### src/rtl/itpd_pkg.sv
`timescale 1ns / 1ps
`default_nettype none
// ----------------------------------------------------------------------------
// itpd_pkg
// Shared sizes, character codes and cell control types for the
// integer to padded decimal converter.
// ----------------------------------------------------------------------------
package itpd_pkg;

  localparam int VALUE_BITS = 32;
  // Width of the value field; capped at 64 bits with the sign in the top bit.
  localparam int VAL_W      = (VALUE_BITS >= 64) ? 64 : VALUE_BITS + 1;
  // Magnitude of a two's complement value always fits in VAL_W unsigned bits.
  localparam int MAG_W      = VAL_W;
  // Decimal digits needed for MAG_W bits (log10(2) ~ 0.30103).
  localparam int NDIG       = (MAG_W * 30103) / 100000 + 1;
  localparam int CNT_W      = $clog2(MAG_W + 1);
  localparam int NDIG_W     = $clog2(NDIG + 1);
  localparam int PAD_W      = 6;
  localparam int CHAR_W     = 8;

  localparam logic [CHAR_W-1:0] CHAR_ZERO  = 8'h30;
  localparam logic [CHAR_W-1:0] CHAR_MINUS = 8'h2d;

  typedef enum logic [1:0] {
    CELL_HOLD,
    CELL_CLEAR,
    CELL_DABBLE,
    CELL_SHIFT
  } cell_op_e;

  typedef struct packed {
    cell_op_e op;
  } cell_ctl_t;

endpackage
`default_nettype wire

### src/rtl/itpd_if.sv
`timescale 1ns / 1ps
`default_nettype none
// ----------------------------------------------------------------------------
// itpd_if
// Valid/ready channels: number words in, character words out.
// ----------------------------------------------------------------------------
interface itpd_in_if import itpd_pkg::*; ();
  logic                    valid;
  logic                    ready;
  logic signed [VAL_W-1:0] value;
  logic [PAD_W-1:0]        pad_width;

  modport source (output valid, value, pad_width, input ready);
  modport sink   (input valid, value, pad_width, output ready);
endinterface

interface itpd_out_if import itpd_pkg::*; ();
  logic              valid;
  logic              ready;
  logic [CHAR_W-1:0] character;
  logic              last_char;

  modport source (output valid, character, last_char, input ready);
  modport sink   (input valid, character, last_char, output ready);
endinterface
`default_nettype wire

### src/rtl/itpd_cell.sv
`timescale 1ns / 1ps
`default_nettype none
// ----------------------------------------------------------------------------
// itpd_cell
// One BCD digit of the shift-add-3 chain. Dabbles a bit in from the lower
// neighbor, or moves whole digits one place up for alignment and output.
// ----------------------------------------------------------------------------
module itpd_cell import itpd_pkg::*; (
  input  wire logic       clk_i,
  input  wire cell_ctl_t  ctl_i,
  input  wire logic       bit_i,
  input  wire logic [3:0] digit_i,
  output logic            bit_o,
  output logic [3:0]      digit_o
);

  logic [3:0] digit_q;
  logic [3:0] digit_d;
  logic [3:0] adj;

  // Add 3 when the digit would pass nine after doubling.
  assign adj     = (digit_q >= 4'd5) ? digit_q + 4'd3 : digit_q;
  assign bit_o   = adj[3];
  assign digit_o = digit_q;

  always_comb begin
    case (ctl_i.op)
      CELL_CLEAR:  digit_d = 4'd0;
      CELL_DABBLE: digit_d = {adj[2:0], bit_i};
      CELL_SHIFT:  digit_d = digit_i;
      default:     digit_d = digit_q;
    endcase
  end

  always_ff @(posedge clk_i) begin
    digit_q <= digit_d;
  end

endmodule
`default_nettype wire

### src/rtl/int_to_padded_decimal.sv
`timescale 1ns / 1ps
`default_nettype none
// ----------------------------------------------------------------------------
// int_to_padded_decimal
// Converts a two's complement integer to zero padded decimal ASCII text,
// one character word per output handshake, most significant first.
// ----------------------------------------------------------------------------
//
//  channel | dir | word contents              | accepted when
//  --------+-----+----------------------------+------------------------
//  in_i    | in  | value, pad_width           | in_i.valid & in_i.ready
//  out_o   | out | character, last_char       | out_o.valid & out_o.ready
//
// Sequence: a number is accepted while idle, then its MAG_W magnitude bits
// pass through the chain of BCD cells one bit per cycle, leading zero digits
// are dropped in the alignment state (up to NDIG-1, keeping at least one),
// a preparation state follows, then characters are emitted one per handshake.
// The chain is the only datapath, so numbers go one at a time; in_i.ready is
// high only while idle.
// Reset: asynchronous, active low; clears the sequencer and output register.
// Stalls: a held output word freezes the emitting states until it is taken;
// conversion and alignment never wait.
// ----------------------------------------------------------------------------
module int_to_padded_decimal import itpd_pkg::*; (
  input  wire logic   clk_i,
  input  wire logic   rst_ni,
  itpd_in_if.sink     in_i,
  itpd_out_if.source  out_o
);

  typedef enum logic [2:0] {
    ST_IDLE,
    ST_CONV,
    ST_ALIGN,
    ST_PREP,
    ST_SIGN,
    ST_PAD,
    ST_DIGIT
  } state_e;

  state_e              state_q;
  logic [MAG_W-1:0]    shift_q;
  logic [CNT_W-1:0]    cnt_q;
  logic [NDIG_W-1:0]   ndig_q;
  logic                neg_q;
  logic [PAD_W-1:0]    pad_q;
  logic [PAD_W-1:0]    zeros_q;
  logic                out_valid_q;
  logic [CHAR_W-1:0]   out_char_q;
  logic                out_last_q;

  cell_ctl_t           cell_ctl;
  logic                carry [NDIG+1];
  logic [3:0]          dig   [NDIG+1];
  logic [3:0]          top_digit;

  logic [VAL_W-1:0]    raw;
  logic                raw_neg;
  logic [MAG_W-1:0]    raw_mag;
  logic [PAD_W-1:0]    natural;
  logic                slot_free;
  logic                emit_word;

  // Magnitude of the incoming value, negated without overflow.
  assign raw       = in_i.value;
  assign raw_neg   = raw[VAL_W-1];
  assign raw_mag   = raw_neg ? (~raw + MAG_W'(1)) : raw;

  assign natural   = PAD_W'(ndig_q) + PAD_W'(neg_q);
  assign slot_free = !out_valid_q || out_o.ready;
  assign top_digit = dig[NDIG];

  // An emitting state loads a fresh word whenever the output slot is free.
  assign emit_word = slot_free && (state_q inside {ST_SIGN, ST_PAD, ST_DIGIT});

  assign in_i.ready      = (state_q == ST_IDLE);
  assign out_o.valid     = out_valid_q;
  assign out_o.character = out_char_q;
  assign out_o.last_char = out_last_q;

  // Chain of BCD cells: lowest takes magnitude bits, digits move upward.
  assign carry[0] = shift_q[MAG_W-1];
  assign dig[0]   = 4'd0;

  for (genvar i = 0; i < NDIG; i++) begin : g_cell
    itpd_cell u_cell (
      .clk_i   (clk_i),
      .ctl_i   (cell_ctl),
      .bit_i   (carry[i]),
      .digit_i (dig[i]),
      .bit_o   (carry[i+1]),
      .digit_o (dig[i+1])
    );
  end

  // Cell command for this cycle.
  always_comb begin
    cell_ctl.op = CELL_HOLD;
    case (state_q)
      ST_IDLE:  if (in_i.valid) cell_ctl.op = CELL_CLEAR;
      ST_CONV:  cell_ctl.op = CELL_DABBLE;
      ST_ALIGN: if (top_digit == 4'd0 && ndig_q > NDIG_W'(1)) cell_ctl.op = CELL_SHIFT;
      ST_DIGIT: if (slot_free) cell_ctl.op = CELL_SHIFT;
      default:  cell_ctl.op = CELL_HOLD;
    endcase
  end

  // Sequencer and output register.
  always_ff @(posedge clk_i or negedge rst_ni) begin
    if (!rst_ni) begin
      state_q     <= ST_IDLE;
      out_valid_q <= 1'b0;
      cnt_q       <= '0;
      ndig_q      <= '0;
      shift_q     <= '0;
      neg_q       <= 1'b0;
      pad_q       <= '0;
      zeros_q     <= '0;
      out_char_q  <= '0;
      out_last_q  <= 1'b0;
    end else begin
      // Hold the output word until taken; emitting states load a fresh one.
      out_valid_q <= emit_word || (out_valid_q && !out_o.ready);

      case (state_q)
        ST_IDLE: begin
          if (in_i.valid) begin
            shift_q <= raw_mag;
            neg_q   <= raw_neg;
            pad_q   <= in_i.pad_width;
            cnt_q   <= CNT_W'(MAG_W);
            state_q <= ST_CONV;
          end
        end
        ST_CONV: begin
          // Advance one magnitude bit into the chain.
          shift_q <= {shift_q[MAG_W-2:0], 1'b0};
          cnt_q   <= cnt_q - CNT_W'(1);
          if (cnt_q == CNT_W'(1)) begin
            ndig_q  <= NDIG_W'(NDIG);
            state_q <= ST_ALIGN;
          end
        end
        ST_ALIGN: begin
          // Drop leading zero digits, keeping at least one.
          if (top_digit == 4'd0 && ndig_q > NDIG_W'(1)) begin
            ndig_q <= ndig_q - NDIG_W'(1);
          end else begin
            state_q <= ST_PREP;
          end
        end
        ST_PREP: begin
          zeros_q <= (pad_q > natural) ? pad_q - natural : '0;
          if (neg_q)                state_q <= ST_SIGN;
          else if (pad_q > natural) state_q <= ST_PAD;
          else                      state_q <= ST_DIGIT;
        end
        ST_SIGN: begin
          if (slot_free) begin
            out_char_q  <= CHAR_MINUS;
            out_last_q  <= 1'b0;
            state_q     <= (zeros_q != '0) ? ST_PAD : ST_DIGIT;
          end
        end
        ST_PAD: begin
          if (slot_free) begin
            out_char_q  <= CHAR_ZERO;
            out_last_q  <= 1'b0;
            zeros_q     <= zeros_q - PAD_W'(1);
            if (zeros_q == PAD_W'(1)) state_q <= ST_DIGIT;
          end
        end
        ST_DIGIT: begin
          if (slot_free) begin
            out_char_q  <= CHAR_ZERO + CHAR_W'(top_digit);
            out_last_q  <= (ndig_q == NDIG_W'(1));
            ndig_q      <= ndig_q - NDIG_W'(1);
            if (ndig_q == NDIG_W'(1)) state_q <= ST_IDLE;
          end
        end
        default: state_q <= ST_IDLE;
      endcase
    end
  end

  // No carry may leave the top cell: the chain is sized for any magnitude.
  a_no_overflow: assert property (@(posedge clk_i) disable iff (!rst_ni)
    state_q == ST_CONV |-> !carry[NDIG])
    else $error("digit chain overflow");

  // Every emitted digit is a valid BCD digit.
  a_bcd_digit: assert property (@(posedge clk_i) disable iff (!rst_ni)
    state_q == ST_DIGIT |-> top_digit <= 4'd9)
    else $error("non-decimal digit at chain top");

  // After alignment the top digit is significant unless the number is zero.
  a_aligned: assert property (@(posedge clk_i) disable iff (!rst_ni)
    state_q == ST_PREP |-> (top_digit != 4'd0 || ndig_q == NDIG_W'(1)))
    else $error("leading zero left after alignment");

  // Digit count never runs out while digits remain to be sent.
  a_digit_count: assert property (@(posedge clk_i) disable iff (!rst_ni)
    (state_q == ST_DIGIT || state_q == ST_PREP) |-> ndig_q != '0)
    else $error("digit count underflow");

endmodule
`default_nettype wire
### src/flat_wrapper.sv
// flat-port wrapper written by rule: the top's interface ports become plain ports
module int_to_padded_decimal_flat import itpd_pkg::*;
  (clk_i, rst_ni, in_i_valid, in_i_value, in_i_pad_width, in_i_ready, out_o_valid, out_o_character, out_o_last_char, out_o_ready);
  itpd_in_if in_i_i ();
  itpd_out_if out_o_i ();
  input  wire logic clk_i;
  input  wire logic rst_ni;
  input wire logic [$bits(in_i_i.valid)-1:0] in_i_valid;
  input wire logic [$bits(in_i_i.value)-1:0] in_i_value;
  input wire logic [$bits(in_i_i.pad_width)-1:0] in_i_pad_width;
  output wire logic [$bits(in_i_i.ready)-1:0] in_i_ready;
  output wire logic [$bits(out_o_i.valid)-1:0] out_o_valid;
  output wire logic [$bits(out_o_i.character)-1:0] out_o_character;
  output wire logic [$bits(out_o_i.last_char)-1:0] out_o_last_char;
  input wire logic [$bits(out_o_i.ready)-1:0] out_o_ready;
  assign in_i_i.valid = in_i_valid;
  assign in_i_i.value = in_i_value;
  assign in_i_i.pad_width = in_i_pad_width;
  assign in_i_ready = in_i_i.ready;
  assign out_o_valid = out_o_i.valid;
  assign out_o_character = out_o_i.character;
  assign out_o_last_char = out_o_i.last_char;
  assign out_o_i.ready = out_o_ready;
  int_to_padded_decimal u_core (.clk_i(clk_i), .rst_ni(rst_ni), .in_i(in_i_i), .out_o(out_o_i));
endmodule
### config.mk
export PLATFORM = sky130hd
export DESIGN_NAME = int_to_padded_decimal_flat
export DESIGN_NICKNAME = d
export VERILOG_FILES = /design/src/rtl/itpd_pkg.sv /design/src/rtl/itpd_if.sv /design/src/rtl/itpd_cell.sv /design/src/rtl/int_to_padded_decimal.sv /design/src/flat_wrapper.sv
export SDC_FILE = /design/constraint.sdc
export NUM_CORES = 1
export LEC_CHECK = 0
export BUFFER_PORTS_ARGS = -buffer_cell sky130_fd_sc_hd__buf_2
export CAP_MARGIN = 0
export CORE_MARGIN = 2
export CORE_UTILIZATION = 40
export CTS_CLUSTER_SIZE = 28
export DETAILED_ROUTE_END_ITERATION = 8
export PLACE_DENSITY = 0.55
export SLEW_MARGIN = 20
export SYNTH_ARGS = -nofsm -noshare
export SYNTH_HDL_FRONTEND = slang
export SYNTH_SLANG_ARGS = --single-unit
### constraint.sdc
create_clock -name clk_i -period 3.3 [get_ports clk_i]
set_input_delay 0.165 -clock clk_i [delete_from_list [all_inputs] [get_ports clk_i]]
set_output_delay 0.165 -clock clk_i [all_outputs]
set_load 0.02 [all_outputs]
==> impl_results.html, run 1 <==
<table>
<tr><th>Metric</th><th>Value</th></tr>
<tr><th colspan="2">Timing</th></tr>
<tr><td>Final critical-path share of the clock period</td><td>74.8%</td></tr>
<tr><td>Worst slew pin tran</td><td>838 ps</td></tr>
<tr><td>Final worst clock skew</td><td>10.4 ps</td></tr>
<tr><td>F_max</td><td>405 MHz</td></tr>
<tr><td>Final Slew Violations</td><td>0</td></tr>
<tr><td>Final setup violation count</td><td>0</td></tr>
<tr><td>Smallest setup slack after layout</td><td>830 ps</td></tr>
<tr><td>Relative slew margins</td><td>44.2%</td></tr>
<tr><td>Final critical-path required period</td><td>2470 ps</td></tr>
<tr><td>Total negative slack</td><td>0 ps</td></tr>
<tr><td>Endpoints failing hold</td><td>0</td></tr>
<tr><td>RSZ-0062 raised after global routing</td><td>false</td></tr>
<tr><th colspan="2">Clocking</th></tr>
<tr><td>Clk buf depth</td><td>2</td></tr>
<tr><td>CTS tree</td><td>built</td></tr>
<tr><td>Sink count of the clock tree</td><td>107</td></tr>
<tr><td>Latest clock arrival within the worst-skew pair</td><td>360 ps</td></tr>
<tr><td>Register clock-pin slew on the reported worst setup and hold paths</td><td>70 ps</td></tr>
<tr><td>Number of gates given a new drive strength after cts</td><td>0</td></tr>
<tr><td>Number of buffers inserted during clock tree synthesis</td><td>9</td></tr>
<tr><td>H-tree depth reported by CTS</td><td>3</td></tr>
<tr><td>CTS root buffer</td><td>clkbuf_16</td></tr>
<tr><th colspan="2">Pwr</th></tr>
<tr><td>Power share of the clock group</td><td>14.6%</td></tr>
<tr><td>NetSw</td><td>3260 uW</td></tr>
<tr><td>Total power of the final layout</td><td>7550 uW</td></tr>
<tr><td>Sw frac</td><td>43.2%</td></tr>
<tr><td>Design internal power</td><td>4290 uW</td></tr>
<tr><td>Sequential Power Share</td><td>37.5%</td></tr>
<tr><td>Static power due to leakage</td><td>0.00310 uW</td></tr>
<tr><td>VDD IR max</td><td>0.360 mV</td></tr>
<tr><td>Logic gate share of total power</td><td>47.9%</td></tr>
<tr><td>Pwr/cell area</td><td>981 mW/mm2</td></tr>
<tr><th colspan="2">Synthesis</th></tr>
<tr><td>Synth Cell Area</td><td>0.00682 mm2</td></tr>
<tr><td>Proportion of register bits with asynchronous set or reset after synthesis</td><td>62.6%</td></tr>
<tr><td>Number of flip-flops and latches in the synthesized netlist</td><td>107</td></tr>
<tr><td>Number of synthesis warnings</td><td>0</td></tr>
<tr><td>Number of instances in the synthesized netlist</td><td>746</td></tr>
<tr><td>Sequential fraction of the synthesis area</td><td>42.2%</td></tr>
<tr><td>Synth unique cells</td><td>64</td></tr>
<tr><td>Mean Syn Cell Area</td><td>9.14 um2</td></tr>
<tr><td>Number of enable flip-flop cells after synthesis</td><td>40</td></tr>
<tr><td>Ys flop type</td><td>dfrtp_1</td></tr>
<tr><th colspan="2">Floorplanning</th></tr>
<tr><td>Starting Density</td><td>41.0%</td></tr>
<tr><td>Core Rows</td><td>47</td></tr>
<tr><td>DIE WIDTH</td><td>135 um</td></tr>
<tr><td>Core outline area</td><td>0.0166 mm2</td></tr>
<tr><td>Ports placed on the boundary</td><td>54</td></tr>
<tr><td>Die Height</td><td>135 um</td></tr>
<tr><td>Total die area</td><td>0.0181 mm2</td></tr>
<tr><th colspan="2">Global route</th></tr>
<tr><td>Most heavily used metal layer in global routing</td><td>met2</td></tr>
<tr><td>Global-route congestion overflow total</td><td>0</td></tr>
<tr><td>Global-route wire length before repair</td><td>27.7 mm</td></tr>
<tr><td>Grt met1 use</td><td>24.1%</td></tr>
<tr><td>Fraction of met2 tracks used by global routing</td><td>32.3%</td></tr>
<tr><td>Met3 usage in global routing</td><td>3.57%</td></tr>
<tr><td>Total routing resource utilization after global routing</td><td>18.8%</td></tr>
<tr><td>Pin count of the biggest net entering global routing</td><td>38</td></tr>
<tr><td>Via count of the first global-routing pass</td><td>5760</td></tr>
<tr><td>Number of antenna violations at the first check in global routing</td><td>0</td></tr>
<tr><th colspan="2">Setup path</th></tr>
<tr><td>Crit start category</td><td>flip-flop</td></tr>
<tr><td>Kind of critical path</td><td>reg2reg</td></tr>
<tr><td>Reg2reg path depth</td><td>8</td></tr>
<tr><td>Data required time at the worst endpoint</td><td>3570 ps</td></tr>
<tr><td>Arrival time worst endpoint</td><td>2740 ps</td></tr>
<tr><td>Crit Path Max Fanout</td><td>6</td></tr>
<tr><td>Critical path endpoint category</td><td>flip-flop</td></tr>
<tr><th colspan="2">Final layout</th></tr>
<tr><td>Ant. Diodes</td><td>0</td></tr>
<tr><td>Area growth, synth to finish</td><td>12.8%</td></tr>
<tr><td>Fraction of final layout cells with drive strength greater than 1</td><td>12.4%</td></tr>
<tr><td>Total area of multi-input combinational cells</td><td>0.00367 mm2</td></tr>
<tr><td>Number of fill cells in the layout</td><td>1595</td></tr>
<tr><td>Post-route cell area</td><td>0.00769 mm2</td></tr>
<tr><td>Seq. cell area</td><td>0.00288 mm2</td></tr>
<tr><td>Count of non-filler cells in the finished layout</td><td>1016</td></tr>
<tr><td>Final #Nets</td><td>869</td></tr>
<tr><th colspan="2">Route</th></tr>
<tr><td>DR vias/cell</td><td>5.61</td></tr>
<tr><td>1st-iter DRT viols</td><td>323</td></tr>
<tr><td>Number of remaining DRC errors</td><td>0</td></tr>
<tr><td>Final antenna-violating net count</td><td>0</td></tr>
<tr><td>Wirelength per Cell</td><td>15.9 um</td></tr>
<tr><td>Overall via count from detail_route</td><td>5695</td></tr>
<tr><td>DR pass1 iterations</td><td>5</td></tr>
<tr><td>Routed wire length</td><td>16.1 mm</td></tr>
<tr><th colspan="2">Worst hold path</th></tr>
<tr><td>Worst Hold Depth</td><td>3</td></tr>
<tr><td>Type of the tightest min-delay check</td><td>in2reg</td></tr>
<tr><th colspan="2">Placed design</th></tr>
<tr><td>Placed wire-length estimate after detailed placement</td><td>11.3 mm</td></tr>
<tr><td>Total of buffers placed on input and output ports</td><td>51</td></tr>
<tr><td>Worst slack at placement</td><td>840 ps</td></tr>
<tr><td>Number of placed instances, taps included</td><td>995</td></tr>
<tr><td>Instance area at placement</td><td>0.00735 mm2</td></tr>
<tr><td>Placer congestion estimate</td><td>0.862</td></tr>
<tr><th colspan="2">Run</th></tr>
<tr><td>Max-cap violations</td><td>0</td></tr>
<tr><th colspan="2">Status</th></tr>
<tr><td>Status</td><td>completed</td></tr>
</table>
-- worst paths after layout --
path / start / endpoint / slack [ps]
worst max-delay path: u_core.ndig_q[0] / u_core.zeros_q[5] / 830
worst min-delay path: in_i_pad_width[1] / u_core.pad_q[1] / 20
worst max register to register: u_core.ndig_q[0] / u_core.zeros_q[5] / 830
worst min register to register: u_core.cnt_q[5] / u_core.cnt_q[5] / 470
max in group asynchronous: rst_ni / u_core.shift_q[19] / 2190
min in group asynchronous: rst_ni / u_core.zeros_q[2] / 450
-- synth_stat cells (3+ instances only) --
cell | count | area [um2]
nor4_1 | 6 | 37.5
a311oi_1 | 8 | 70.1
and3_1 | 3 | 18.8
nand3_1 | 22 | 110
o211ai_1 | 16 | 120
o21a_1 | 3 | 22.5
nand4_1 | 5 | 31.3
xor2_1 | 17 | 149
o31ai_1 | 6 | 45.0
nor3b_1 | 10 | 75.1
nor2b_1 | 5 | 31.3
o21ai_0 | 63 | 315
or2_2 | 3 | 18.8
xnor2_1 | 15 | 131
nand2_1 | 79 | 297
edfxtp_1 | 40 | 1200
mux2i_1 | 17 | 170
o21ai_1 | 4 | 20.0
ha_1 | 34 | 425
nor3_1 | 18 | 90.1
clkbuf_1 | 32 | 120
a211oi_1 | 5 | 37.5
or3_1 | 7 | 43.8
inv_1 | 36 | 135
or4_1 | 4 | 30.0
o221ai_1 | 3 | 26.3
a21oi_1 | 46 | 230
a22oi_1 | 30 | 225
nand2b_1 | 14 | 87.6
nor2_1 | 57 | 214
dfrtp_1 | 67 | 1680
a22o_1 | 9 | 78.8
a31oi_1 | 5 | 31.3
o22ai_1 | 13 | 81.3
-- cells in the final DEF (no fill, tap or decap), types with 6 or more instances in the layout --
master	Yosys	layout
o31ai_1	6	6
dfrtp_1	67	67
a311oi_1	8	8
a21oi_1	46	46
nor3_1	18	17
or3_1	7	7
buf_4	2	12
o211ai_1	16	16
nand2_1	79	78
xor2_1	17	17
inv_1	36	36
a22o_1	9	9
clkbuf_16	0	9
ha_1	34	34
edfxtp_1	40	40
nor2_1	57	56
mux2i_1	17	17
nor3b_1	10	10
a22oi_1	30	30
xnor2_1	15	15
nor4_1	6	6
buf_2	1	51
o22ai_1	13	13
nand3_1	22	22
nand2b_1	14	14
o21ai_0	63	63
-- timing repair --
| action | in CTS | in global routing |
|---|---|---|
| endpoints found under the hold margin | 37 | 0 |
| hold buffers | 5 | 0 |
| buffers inserted | 0 | 0 |
-- registers in the layout (all words and copies together) (netlist names), 3 cells and up --
name	flops
u_core.zeros_q	6
u_core.shift_q	33
u_core.ndig_q	4
u_core.g_cell.u_cell.digit_o	40
u_core.cnt_q	6
u_core.out_o.character	6
u_core.pad_q	6
u_core.state_q	3
-- worst max-delay path: stages, from the launching register on --
cell and delay, ps:
dfrtp_1 440, ha_1 220, ha_1 230, xnor2_1 140
ha_1 360, and4b_1 230, a31oi_1 330, nand3_1 220
o211ai_1 220
-- through the flow --
step                      hold slack, ps  util (%)
after floorplan                     -131         -
after global placement               305      44.1
after detailed placement             312      44.1
after CTS                           5.52      46.2
after global routing                23.5      46.2
final                               17.5      46.2
-- logic make-up (layout without fill, tap and decap cells) --
family	after synthesis	count (layout)	synth area share, %
multiplexers	17	17	2.50
flip-flops	107	107	42.2
XOR/XNOR	32	32	4.11
AO/OA/AOI/OAI	229	229	21.7
AND/OR/NAND/NOR	252	252	18.7
buffers and inverters	73	122	4.15
adder cells (fa/ha/maj)	35	35	6.54
other	1	2	0.0550
-- routing by layer --
layer	share of wire (%)	up-vias
met3	3.7	14
met5	0	-
li1	-	2838
met2	49	100
met1	46	2743
met4	1.1	0
-- layout make-up --
cell class	count	area share [%]
Multi-Input combinational cell	567	47.8
Sequential cell	107	37.4
Timing Repair Buffer	70	5.66
Tap cell	220	3.58
Clock buffer	11	3.03
Inverter	36	1.76
Clock inverter	5	0.781
-- power by group through the flow --
stage / combinational, uW / sequential, uW / clock, uW
6_report: 3620 / 2830 / 1100
5_1_grt: 4140 / 2940 / 1180
4_1_cts: 3650 / 2820 / 1140
3_5_place_dp: 3620 / 2840 / 0
3_3_place_gp: 3520 / 2810 / 0
2_1_floorplan: 2750 / 2660 / 0
(Power assumes the default switching activity.)
==> run 2: changes to the inputs <==
--- a/config.mk
+++ b/config.mk
@@ -11,7 +11,7 @@
 export CORE_UTILIZATION = 40
 export CTS_CLUSTER_SIZE = 28
 export DETAILED_ROUTE_END_ITERATION = 8
-export PLACE_DENSITY = 0.55
+export PLACE_DENSITY = 0.53
 export SLEW_MARGIN = 20
 export SYNTH_ARGS = -nofsm -noshare
 export SYNTH_HDL_FRONTEND = slang
==> constraint.sdc (replaced) <==
create_clock -name clk_i -period 2.5 [get_ports clk_i]
set_input_delay 0.125 -clock clk_i [delete_from_list [all_inputs] [get_ports clk_i]]
set_output_delay 0.125 -clock clk_i [all_outputs]
set_load 0.02 [all_outputs]
==> run 2 against run 1 <==
  * Combinational power rose by 39%
  * Die area did not move
  * Cell area rose by 1.8%
  * Sequential power rose by 28%
  * Largest cell class unchanged
  * Highest routed layer unchanged
==> impl_results.html, run 2 (same netlist as run 1, synthesis figures left out) <==
<table>
<tr><th>Metric</th><th>Value</th></tr>
<tr><th colspan="2">Pwr</th></tr>
<tr><td>Pwr/cell area</td><td>1280 mW/mm2 (+31%)</td></tr>
<tr><td>VDD IR max</td><td>0.516 mV (+43%)</td></tr>
<tr><td>Total power of the final layout</td><td>10000 uW (+33%)</td></tr>
<tr><td>Static power due to leakage</td><td>0.00318 uW (+2.6%)</td></tr>
<tr><th colspan="2">Worst hold path</th></tr>
<tr><td>Type of the tightest min-delay check</td><td>in2reg</td></tr>
<tr><td>Worst Hold Depth</td><td>3 (unchanged)</td></tr>
<tr><td>HP Start</td><td>in_i_value[31]</td></tr>
<tr><th colspan="2">Final layout</th></tr>
<tr><td>Flip-flop count of the largest register, all copies and words added</td><td>40 (unchanged)</td></tr>
<tr><td>Fraction of final layout cells with drive strength greater than 1</td><td>14.3% (+1.9 points)</td></tr>
<tr><td>Most common cell after layout, fill and taps aside</td><td>nand2_1</td></tr>
<tr><td>Most frequent cells in the layout</td><td>77 x nand2_1, 67 x dfrtp_1, 62 x o21ai_0</td></tr>
<tr><td>Share of the core filled with cells in the final layout</td><td>47.0% (+0.84 points)</td></tr>
<tr><td>Total area of multi-input combinational cells</td><td>0.00369 mm2 (+0.55%)</td></tr>
<tr><td>Number of fill cells in the layout</td><td>1625 (+1.9%)</td></tr>
<tr><td>Final #Nets</td><td>883 (+1.6%)</td></tr>
<tr><td>Post-route cell area</td><td>0.00783 mm2 (+1.8%)</td></tr>
<tr><td>Ant. Diodes</td><td>0 (unchanged)</td></tr>
<tr><td>Seq. cell area</td><td>0.00288 mm2 (unchanged)</td></tr>
<tr><td>Area growth, synth to finish</td><td>14.9%</td></tr>
<tr><th colspan="2">Status</th></tr>
<tr><td>Status</td><td>completed</td></tr>
<tr><th colspan="2">Route</th></tr>
<tr><td>Routed wire length</td><td>16.2 mm (+0.45%)</td></tr>
<tr><td>DR vias/cell</td><td>5.58 (-0.51%)</td></tr>
<tr><td>Overall via count from detail_route</td><td>5744 (+0.86%)</td></tr>
<tr><td>1st-iter DRT viols</td><td>342 (+5.9%)</td></tr>
<tr><td>DR pass1 iterations</td><td>5 (unchanged)</td></tr>
<tr><td>Number of remaining DRC errors</td><td>0 (unchanged)</td></tr>
<tr><td>Wirelength per Cell</td><td>15.7 um (-0.92%)</td></tr>
<tr><td>Final antenna-violating net count</td><td>0 (unchanged)</td></tr>
<tr><th colspan="2">Setup path</th></tr>
<tr><td>Kind of critical path</td><td>reg2reg</td></tr>
<tr><td>Crit Path Max Fanout</td><td>3 (-3)</td></tr>
<tr><td>Critical path endpoint category</td><td>flip-flop</td></tr>
<tr><td>Arrival time worst endpoint</td><td>2620 ps (-120 ps)</td></tr>
<tr><td>Data required time at the worst endpoint</td><td>2740 ps (-830 ps)</td></tr>
<tr><td>Startpoint of the most critical setup path</td><td>u_core.neg_q</td></tr>
<tr><td>R2r startpoint</td><td>u_core.neg_q</td></tr>
<tr><td>Crit start category</td><td>flip-flop</td></tr>
<tr><td>Reg2reg path depth</td><td>9 (+1)</td></tr>
<tr><th colspan="2">Floorplanning</th></tr>
<tr><td>Core outline area</td><td>0.0166 mm2 (unchanged)</td></tr>
<tr><td>Starting Density</td><td>41.0% (unchanged)</td></tr>
<tr><td>Ports placed on the boundary</td><td>54 (unchanged)</td></tr>
<tr><td>Die Height</td><td>135 um (unchanged)</td></tr>
<tr><td>DIE WIDTH</td><td>135 um (unchanged)</td></tr>
<tr><td>Total die area</td><td>0.0181 mm2 (unchanged)</td></tr>
<tr><td>Core Rows</td><td>47 (unchanged)</td></tr>
<tr><th colspan="2">Global route</th></tr>
<tr><td>Fraction of met2 tracks used by global routing</td><td>30.5% (-1.8 points)</td></tr>
<tr><td>Most heavily used metal layer in global routing</td><td>met2</td></tr>
<tr><td>Number of antenna violations at the first check in global routing</td><td>0 (unchanged)</td></tr>
<tr><td>Total routing resource utilization after global routing</td><td>18.4% (-0.35 points)</td></tr>
<tr><td>Global-route wire length before repair</td><td>27.2 mm (-1.9%)</td></tr>
<tr><td>Pin count of the biggest net entering global routing</td><td>68 (+79%)</td></tr>
<tr><td>Met3 usage in global routing</td><td>2.82% (-0.75 points)</td></tr>
<tr><td>Via count of the first global-routing pass</td><td>5619 (-2.4%)</td></tr>
<tr><td>Grt met1 use</td><td>24.8% (+0.61 points)</td></tr>
<tr><td>Global-route congestion overflow total</td><td>0 (unchanged)</td></tr>
<tr><th colspan="2">Placed design</th></tr>
<tr><td>Instance area at placement</td><td>0.00747 mm2 (+1.6%)</td></tr>
<tr><td>Placed wire-length estimate after detailed placement</td><td>11.1 mm (-1.4%)</td></tr>
<tr><td>Placer congestion estimate</td><td>0.825 (-4.3%)</td></tr>
<tr><td>Total of buffers placed on input and output ports</td><td>51 (unchanged)</td></tr>
<tr><th colspan="2">Run</th></tr>
<tr><td>Max-cap violations</td><td>0 (unchanged)</td></tr>
<tr><th colspan="2">Clocking</th></tr>
<tr><td>Clk buf depth</td><td>2 (unchanged)</td></tr>
<tr><td>CTS root buffer</td><td>clkbuf_16</td></tr>
<tr><td>CTS tree</td><td>built</td></tr>
<tr><td>Register clock-pin slew on the reported worst setup and hold paths</td><td>80 ps (about the same)</td></tr>
<tr><td>Number of buffers inserted during clock tree synthesis</td><td>9 (unchanged)</td></tr>
<tr><td>Sink count of the clock tree</td><td>107 (unchanged)</td></tr>
<tr><td>H-tree depth reported by CTS</td><td>3 (unchanged)</td></tr>
<tr><td>Latest clock arrival within the worst-skew pair</td><td>360 ps (about the same)</td></tr>
<tr><th colspan="2">Timing</th></tr>
<tr><td>Final Slew Violations</td><td>0 (unchanged)</td></tr>
<tr><td>Final critical-path required period</td><td>2380 ps (-85.8 ps)</td></tr>
<tr><td>Final worst clock skew</td><td>13.4 ps (+2.94 ps)</td></tr>
<tr><td>Total negative slack</td><td>0 ps (unchanged)</td></tr>
<tr><td>Relative slew margins</td><td>61.9% (+18 points)</td></tr>
<tr><td>Worst slew pin tran</td><td>571 ps (-266 ps)</td></tr>
<tr><td>Final critical-path share of the clock period</td><td>95.4% (+21 points)</td></tr>
<tr><td>Endpoints failing hold</td><td>0 (unchanged)</td></tr>
<tr><td>Final setup violation count</td><td>0 (unchanged)</td></tr>
<tr><td>RSZ-0062 raised after global routing</td><td>true</td></tr>
<tr><td>F_max</td><td>419 MHz (+3.6%)</td></tr>
</table>
## run 2: cell types whose count changed in the layout (fill, tap and decap cells not counted), sizes merged
| cell | previous run | this run |
|---|---|---|
| dlygate4sd3 | 5 | 7 |
| clkbuf | 11 | 9 |
| buf | 65 | 77 |
| clkinv | 1 | 4 |
| bufinv | 1 | 0 |
## run 2: worst paths after layout
path / to / slack [ps]
min reg2reg: u_core.out_o.character[5] / 460
min in group asynchronous: u_core.zeros_q[2] / 310
max reg2reg: u_core.zeros_q[5] / 120
max: u_core.zeros_q[5] / 120
min: u_core.shift_q[31] / 40
max in group asynchronous: u_core.shift_q[8] / 1880
## run 2: metrics by stage
step	setup slack, ps	hold slack (ps)	std cells
6_report	116	44.7	1030
5_1_grt	-22.2	55.9	1030
4_1_cts	47.3	28.8	1029
3_5_place_dp	67.0	182	1006
3_3_place_gp	147	175	1006
2_1_floorplan	20.8	-171	747
## run 2: final cells by class
cell class	instances	area share, %
timing repair buffer	84	7.29
tap	220	3.52
clock inverter	7	0.671
clock buffer	9	2.88
sequential	107	36.8
inverter	36	1.73
multi-input combinational	567	47.2
## run 2: critical path, cell delays in order, from the launching register on
cell and delay [ps]:
dfrtp_1 400, ha_1 220, ha_1 330, inv_1 60, ha_1 330, nor2b_1 160
o21a_1 190, o21a_1 180, o311ai_1 280, o211ai_1 110
## run 2: layer usage
| metal | vias to the layer above | share of wire (%) |
|---|---|---|
| met5 | - | 0 |
| li1 | 2874 | - |
| met4 | 0 | 1.6 |
| met3 | 20 | 4.1 |
| met2 | 125 | 46 |
| met1 | 2725 | 48 |
## run 2: repair_timing
action / 4_1_cts / 5_1_grt
gates resized for setup: 0 / 4
setup endpoints to repair: 0 / 7
hold buffers: 7 / 0
hold endpoints to repair: 73 / 0
buffers inserted: 0 / 1
## run 2: where the power goes
group          internal [uW]  total [uW]  leakage, uW  switching [uW]
clock                    684        1370     0.000136             688
combinational           2080        5030      0.00182            2950
sequential              2910        3630      0.00123             723
